### src/rtl/utu8_pkg.sv
// Shared types and constants for the UTF-16 to UTF-8 transcoder.
package utu8_pkg;

    localparam int unsigned UnitW  = 16;
    localparam int unsigned ByteW  = 8;
    localparam int unsigned HeldW  = 10;
    localparam int unsigned PointW = 21;
    localparam int unsigned MaxBytes = 4;

    localparam logic [5:0] HighTag = 6'b110110;
    localparam logic [5:0] LowTag  = 6'b110111;

    localparam logic [PointW-1:0] SuppBase = 21'h10000;
    localparam logic [PointW-1:0] Lim1Byte = 21'h80;
    localparam logic [PointW-1:0] Lim2Byte = 21'h800;
    localparam logic [PointW-1:0] Lim3Byte = 21'h10000;

    localparam logic [ByteW-1:0] Lead2 = 8'hc0;
    localparam logic [ByteW-1:0] Lead3 = 8'he0;
    localparam logic [ByteW-1:0] Lead4 = 8'hf0;
    localparam logic [ByteW-1:0] Cont  = 8'h80;

    // One encoded code point: bytes in emission order, count of zero means nothing to send.
    typedef struct packed {
        logic [MaxBytes-1:0][ByteW-1:0] bytes;
        logic [2:0]                     count;
        logic                           str_end;
    } t_enc;

endpackage

### src/rtl/utu8_encode.sv
// Surrogate pairing and UTF-8 byte formation for one code unit.
module utu8_encode
    import utu8_pkg::*;
(
    input  logic [UnitW-1:0] i_unit,
    input  logic             i_last,
    input  logic             i_pending,
    input  logic [HeldW-1:0] i_held,
    output t_enc             o_enc,
    output logic             o_pending,
    output logic [HeldW-1:0] o_held
);

    logic              is_high;
    logic              is_low;
    logic [PointW-1:0] cp;

    assign is_high = (i_unit[15:10] == HighTag);
    assign is_low  = (i_unit[15:10] == LowTag);

    always_comb begin
        cp        = '0;
        o_enc     = '0;
        o_pending = 1'b0;
        o_held    = '0;
        o_enc.str_end = i_last;
        priority if (i_pending) begin
            // Any follower is consumed; a non-low follower contributes nothing.
            cp = SuppBase + {1'b0, i_held, 10'b0};
            if (is_low) begin
                cp[9:0] = i_unit[9:0];
            end
            o_enc.count = 3'd4;
            o_enc.bytes[0] = Lead4 | {5'b0, cp[20:18]};
            o_enc.bytes[1] = Cont | {2'b0, cp[17:12]};
            o_enc.bytes[2] = Cont | {2'b0, cp[11:6]};
            o_enc.bytes[3] = Cont | {2'b0, cp[5:0]};
        end else if (is_high) begin
            // Held until the next unit; dropped if it ends the string.
            o_pending = !i_last;
            o_held    = i_last ? '0 : i_unit[9:0];
        end else begin
            cp = {5'b0, i_unit};
            priority if (cp < Lim1Byte) begin
                o_enc.count = 3'd1;
                o_enc.bytes[0] = {1'b0, cp[6:0]};
            end else if (cp < Lim2Byte) begin
                o_enc.count = 3'd2;
                o_enc.bytes[0] = Lead2 | {3'b0, cp[10:6]};
                o_enc.bytes[1] = Cont | {2'b0, cp[5:0]};
            end else if (cp < Lim3Byte) begin
                o_enc.count = 3'd3;
                o_enc.bytes[0] = Lead3 | {4'b0, cp[15:12]};
                o_enc.bytes[1] = Cont | {2'b0, cp[11:6]};
                o_enc.bytes[2] = Cont | {2'b0, cp[5:0]};
            end else begin
                o_enc.count = 3'd0;
            end
        end
    end

endmodule

### src/rtl/utu8_out.sv
// Result register that hands out the bytes of one code point in order.
module utu8_out
    import utu8_pkg::*;
(
    input  logic             i_clk,
    input  logic             i_rst_n,
    input  logic             i_load,
    input  t_enc             i_enc,
    output logic             o_free,
    output logic             o_valid,
    input  logic             i_stall,
    output logic [ByteW-1:0] o_out_byte,
    output logic             o_run_last,
    output logic             o_string_end
);

    logic                           r_valid;
    logic [MaxBytes-1:0][ByteW-1:0] r_bytes;
    logic [1:0]                     r_idx;
    logic [1:0]                     r_last_idx;
    logic                           r_end;
    logic                           take;

    assign o_valid      = r_valid;
    assign o_out_byte   = r_bytes[r_idx];
    assign o_run_last   = (r_idx == r_last_idx);
    assign o_string_end = o_run_last & r_end;
    assign take         = r_valid & ~i_stall;
    assign o_free       = ~r_valid | (take & o_run_last);

    always_ff @(posedge i_clk) begin
        if (!i_rst_n) begin
            r_valid <= 1'b0;
            r_idx   <= '0;
        end else if (i_load) begin
            r_valid <= 1'b1;
            r_idx   <= '0;
        end else if (take) begin
            r_valid <= ~o_run_last;
            r_idx   <= r_idx + 2'd1;
        end
    end

    always_ff @(posedge i_clk) begin
        if (i_load) begin
            r_bytes    <= i_enc.bytes;
            r_last_idx <= 2'(i_enc.count - 3'd1);
            r_end      <= i_enc.str_end;
        end
    end

endmodule

### src/rtl/utu8_to_dummy_guard.sv
// Input register holding one accepted code unit until the encoder can pass it on.
module utu8_to_dummy_guard
    import utu8_pkg::*;
(
    input  logic             i_clk,
    input  logic             i_rst_n,
    input  logic             i_valid,
    input  logic [UnitW-1:0] i_unit,
    input  logic             i_last,
    input  logic             i_move,
    output logic             o_full,
    output logic             o_stall,
    output logic [UnitW-1:0] o_unit,
    output logic             o_last
);

    logic             r_full;
    logic [UnitW-1:0] r_unit;
    logic             r_last;
    logic             accept;

    assign o_stall = r_full & ~i_move;
    assign accept  = i_valid & ~o_stall;
    assign o_full  = r_full;
    assign o_unit  = r_unit;
    assign o_last  = r_last;

    always_ff @(posedge i_clk) begin
        if (!i_rst_n) begin
            r_full <= 1'b0;
        end else if (accept) begin
            r_full <= 1'b1;
        end else if (i_move) begin
            r_full <= 1'b0;
        end
    end

    always_ff @(posedge i_clk) begin
        if (accept) begin
            r_unit <= i_unit;
            r_last <= i_last;
        end
    end

endmodule

### src/rtl/utf16_to_utf8_transcoder.sv
// A unit accepted into the input register is loaded into the result register once that register
// is free, so its first UTF-8 byte is on the output after the load and can then be taken.
// Throughput: one unit per cycle while each yields one byte and the output is not stalled; a unit
// yielding n bytes holds the result register until its n bytes are taken, setting the rate
// for wider characters. A leading high surrogate produces no byte of its own.
// Reset (synchronous, active low) empties both registers and clears any held surrogate.
module utf16_to_utf8_transcoder
    import utu8_pkg::*;
(
    input  logic             i_clk,
    input  logic             i_rst_n,
    input  logic             i_valid,
    output logic             o_stall,
    input  logic [UnitW-1:0] i_code_unit,
    input  logic             i_last_unit,
    output logic             o_valid,
    input  logic             i_stall,
    output logic [ByteW-1:0] o_out_byte,
    output logic             o_run_last,
    output logic             o_string_end
);

    // Surrogate pairing state, updated as each unit leaves the input register.
    logic             r_pending;
    logic [HeldW-1:0] r_held;
    logic             n_pending;
    logic [HeldW-1:0] n_held;

    logic             in_full;
    logic [UnitW-1:0] in_unit;
    logic             in_last;
    logic             out_free;
    logic             move;
    logic             load;
    t_enc             enc;

    // The input register holds one item; it stalls the source only when that
    // item cannot leave, so a new item is taken while results are still going out.
    utu8_to_dummy_guard u_in (
        .i_clk   (i_clk),
        .i_rst_n (i_rst_n),
        .i_valid (i_valid),
        .i_unit  (i_code_unit),
        .i_last  (i_last_unit),
        .i_move  (move),
        .o_full  (in_full),
        .o_stall (o_stall),
        .o_unit  (in_unit),
        .o_last  (in_last)
    );

    utu8_encode u_enc (
        .i_unit    (in_unit),
        .i_last    (in_last),
        .i_pending (r_pending),
        .i_held    (r_held),
        .o_enc     (enc),
        .o_pending (n_pending),
        .o_held    (n_held)
    );

    // An item that yields no byte (a held or dropped high surrogate) leaves at
    // once; otherwise it waits until the result register is empty or finishing.
    assign move = in_full & ((enc.count == 3'd0) | out_free);
    assign load = move & (enc.count != 3'd0);

    always_ff @(posedge i_clk) begin
        if (!i_rst_n) begin
            r_pending <= 1'b0;
            r_held    <= '0;
        end else if (move) begin
            r_pending <= n_pending;
            r_held    <= n_held;
        end
    end

    utu8_out u_out (
        .i_clk        (i_clk),
        .i_rst_n      (i_rst_n),
        .i_load       (load),
        .i_enc        (enc),
        .o_free       (out_free),
        .o_valid      (o_valid),
        .i_stall      (i_stall),
        .o_out_byte   (o_out_byte),
        .o_run_last   (o_run_last),
        .o_string_end (o_string_end)
    );

endmodule

### config.mk
export PLATFORM = sky130hd
export DESIGN_NAME = utf16_to_utf8_transcoder
export DESIGN_NICKNAME = d
export VERILOG_FILES = /design/src/rtl/utu8_pkg.sv /design/src/rtl/utu8_encode.sv /design/src/rtl/utu8_out.sv /design/src/rtl/utu8_to_dummy_guard.sv /design/src/rtl/utf16_to_utf8_transcoder.sv
export SDC_FILE = /design/constraint.sdc
export NUM_CORES = 1
export LEC_CHECK = 0
export ABC_AREA = 1
export BUFFER_PORTS_ARGS = -buffer_cell sky130_fd_sc_hd__buf_2
export CAP_MARGIN = 20
export CELL_PAD_IN_SITES_DETAIL_PLACEMENT = 0
export CELL_PAD_IN_SITES_GLOBAL_PLACEMENT = 2
export CORE_MARGIN = 10
export CORE_UTILIZATION = 33
export DETAILED_ROUTE_END_ITERATION = 8
export GPL_TIMING_DRIVEN = 0
export PLACE_DENSITY = 0.72
export SYNTH_ARGS = -nofsm -noshare
export SYNTH_HDL_FRONTEND = slang
export SYNTH_SLANG_ARGS = --single-unit
### constraint.sdc
create_clock -name i_clk -period 2.4 [get_ports i_clk]
set_input_delay 0.6 -clock i_clk [delete_from_list [all_inputs] [get_ports i_clk]]
set_output_delay 0.6 -clock i_clk [all_outputs]
set_load 0.01 [all_outputs]
==> out/metrics.yaml <==
route:
  drt_first_iter_violations: 200
  via_per_inst: 4.78
  drtAntennaViolNets: 0
  drcViolationCount: 0
  num_vias: 2449
  detail_route.wl_per_cell_microns: 16.4
  dr.pass1.iters: 5
  routed_wirelength_mm: 8.37
logic_synthesis:
  synth_top_cell_area_share: 0.478
  synth_flop_cell: "edfxtp_1"
  async_flop_share: 0
  synth.distinct_cells: 28
  yosys.area.top_type: "edfxtp_1"
  synth_area_per_cell_sq_um: 9.34
  synth.most_common_cell: "nor2_1"
  yosys_warnings: 0
  ys_ff_latch: 63
  synth.area.top_cells: "edfxtp_1 48%, dfxtp_1 10%, nor2_1 6.5%"
  syn-num-nets: 346
  synth_edf_count: 48
  synth_common_cells: "52 x nor2_1, 48 x edfxtp_1, 47 x nand2_1, 33 x nand3_1, 27 x inv_1"
  yosysSeqAreaShare: 0.577
  synth_area_sq_um: 3020
  synthCells: 323
sta:
  drv_slew: 0
  fin_crit_ns: 2.54
  setup_viol: 1
  fin_crit_sh: 1.06
  rsz0062_at_grt: "true"
  fmaxAchievable_mhz: 393
  final.setup.worst_slack_ns: -0.144
  relSlewSlack: 0.699
  setup_tns_ns: -0.144
  hold_viol_final: 0
  worst_pin_slew_ns: 0.450
  clock_skew_ns: 0.00993
placement:
  hpwl_mm: 5.71
  io_buffer_count: 32
  gp_congestion: 0.822
hold_path:
  min_path_type: "primary input to flip-flop"
layout:
  num_antenna_cells: 0
  multiInputGateArea_sq_um: 1150
  ff_latch_area_sq_um: 1740
  area_delta_synth_final_pct: 31.1
  nFillCells: 875
  drive_gt1_frac: 0.312
  fin_nets: 422
floorplan:
  die_area_sq_um: 13400
  die_y_microns: 116
  core_region_area_sq_um: 8810
  fp.dieW_microns: 116
  initial_core_util: 0.343
  ios: 33
  rows: 34
clocking:
  numCtsBuffers: 9
  cts.sinks: 63
  clockBufferDepth: 2
  insertion_delay_ns: 0.34
  clk_pin_slew_ns: 0.07
  cts_max_level: 3
  cts_tree: "built"
  root_buffer: "clkbuf_8"
worst_setup_path:
  crit_arrival_ns: 1.94
  cp.required_ns: 1.80
  cp_max_fo: 4
  crit_path_end_kind: "output pin"
  cpPeakStageDelay_ns: 0.43
  path_buf_inv: 3
  critical_path_class: "flip-flop to output pin"
  slowest_stage: "edfxtp_1"
  cp_top_family: "flip-flops"
  path_cells: "nand2_2, nor2_4, a21oi_2, buf_6, o21ai_4, ha_4, a21oi_4, nand3_2, inv_2, buf_6"
  cp-start-kind: "flip-flop"
  cpMostUsedCell: "buf_6"
run_status:
  run_status: "complete, but fails checks"
  violations: "setup timing"
global_route:
  first_global_vias: 2429
  grt.total_usage: 0.127
  grt_pass1_wl_mm: 12.9
  grt_remaining_overflow: 0
  grt_max_degree: 18
  antenna_found_initial: 0
power:
  finalPower_mw: 2.42
  power.density_nw_per_um2: 612
  p_leak_nw: 1.60
  ir_drop_uv: 249
flow_run:
  max-cap-violations: 0
## worst paths after layout
| kind | slack, ns | from | cells past startpoint | end |
|---|---|---|---|---|
| worst max-delay path | -0.14 | u_in.o_unit[12] | 10 | o_stall |
| worst min-delay path | 0.42 | i_code_unit[9] | 1 | u_in.o_unit[9] |
| worst max register to register | 0.04 | u_in.o_unit[14] | 14 | u_out.r_bytes[1] |
| worst min register to register | 0.45 | r_pending | 0 | u_out.r_bytes[31] |
## cell usage in the layout, fill, tap and decap left out, types with 2 or more instances in the layout
cell         n
nand2_1     45
buf_6        8
clkbuf_1     6
inv_6        2
o21ai_0     22
nand3_1     30
clkinvlp_4   3
a21oi_1     18
nand3_4      3
o22ai_1     10
buf_2       35
clkbuf_8    10
buf_4       28
edfxtp_1    48
o211ai_1     6
inv_2        5
nand3_2      3
nor2_1      51
dfxtp_1     15
inv_1       21
nand2_2      7
o21ai_1      2
clkinv_2     3
nor2_4       4
buf_12       4
nand2_4      2
## power breakdown
part / internal [mW] / switching, mW / leakage, nW
sequential: 1.23 / 0.0239 / 0.561
combinational: 0.113 / 0.153 / 0.934
clock: 0.503 / 0.399 / 0.100
total: 1.84 / 0.576 / 1.60
## state kept, by name (all words and copies together) (netlist names)
| register | count |
|---|---|
| u_out.r_bytes | 28 |
| u_in.o_unit | 16 |
| r_held | 10 |
| u_out.r_idx | 2 |
| u_out.r_last_idx | 2 |
| r_pending | 1 |
| u_in.o_full | 1 |
| u_in.o_last | 1 |
| u_out.o_valid | 1 |
| u_out.r_end | 1 |
## layout make-up
type	instances	share of cell area
Buffer	17	0.0300
Clock buffer	12	0.0367
Clock inverter	4	0.0114
Inverter	30	0.0329
Multi-Input combinational cell	213	0.291
Sequential cell	63	0.440
Tap cell	108	0.0342
Timing Repair Buffer	64	0.122
Timing Repair inverter	1	0.00190
## stage by stage
| stage | cell area [sq um] | setup WS, ns | hold WS (ns) | utilization | cells |
|---|---|---|---|---|---|
| 2_1_floorplan | 3030 | 0.0580 | 0.409 | - | 323 |
| 3_3_place_gp | 3320 | -0.405 | 0.432 | 0.377 | 463 |
| 3_5_place_dp | 3320 | -0.401 | 0.430 | 0.377 | 463 |
| 4_1_cts | 3730 | -0.106 | 0.409 | 0.424 | 495 |
| 5_1_grt | 3960 | -0.250 | 0.409 | 0.449 | 512 |
| 6_report | 3960 | -0.144 | 0.424 | 0.449 | 512 |
## cells by family after synthesis
logic type               synth area share
XOR/XNOR                          0.00581
adder cells (fa/ha/maj)           0.00829
flip-flops                          0.577
AND/OR/NAND/NOR                     0.219
AO/OA/AOI/OAI                       0.112
buffers and inverters              0.0784
## metal layers
| layer | global-route usage | up-vias | share of wire |
|---|---|---|---|
| met4 | 0.0601 | 0 | 0.025 |
| met2 | 0.201 | 52 | 0.48 |
| li1 | - | 1244 | - |
| met1 | 0.162 | 1137 | 0.46 |
| met5 | 0 | - | 0 |
| met3 | 0.0274 | 16 | 0.044 |
## worst reg2reg max path, cell delays in order (launching register included)
cell and delay (ns):
edfxtp_1 0.43, buf_6 0.15, nor2_4 0.11, nand3_4 0.10, inv_2 0.11, nand2_4 0.09
nand2_8 0.10, ha_4 0.15, a21oi_4 0.06, buf_4 0.13, buf_4 0.13, nand2_4 0.09
nand3_4 0.10, clkinvlp_4 0.16, clkbuf_16 0.17
## timing repair
item                                   4_1_cts  5_1_grt
resized for setup                           17       15
endpoints found under the hold margin        0        0
pin swaps                                    7        6
gates cloned                                 1        1
hold buffers                                 0        0
setup buffers                               15       16
setup endpoints to repair                   49       51
Power figures use the tool's default switching activity.
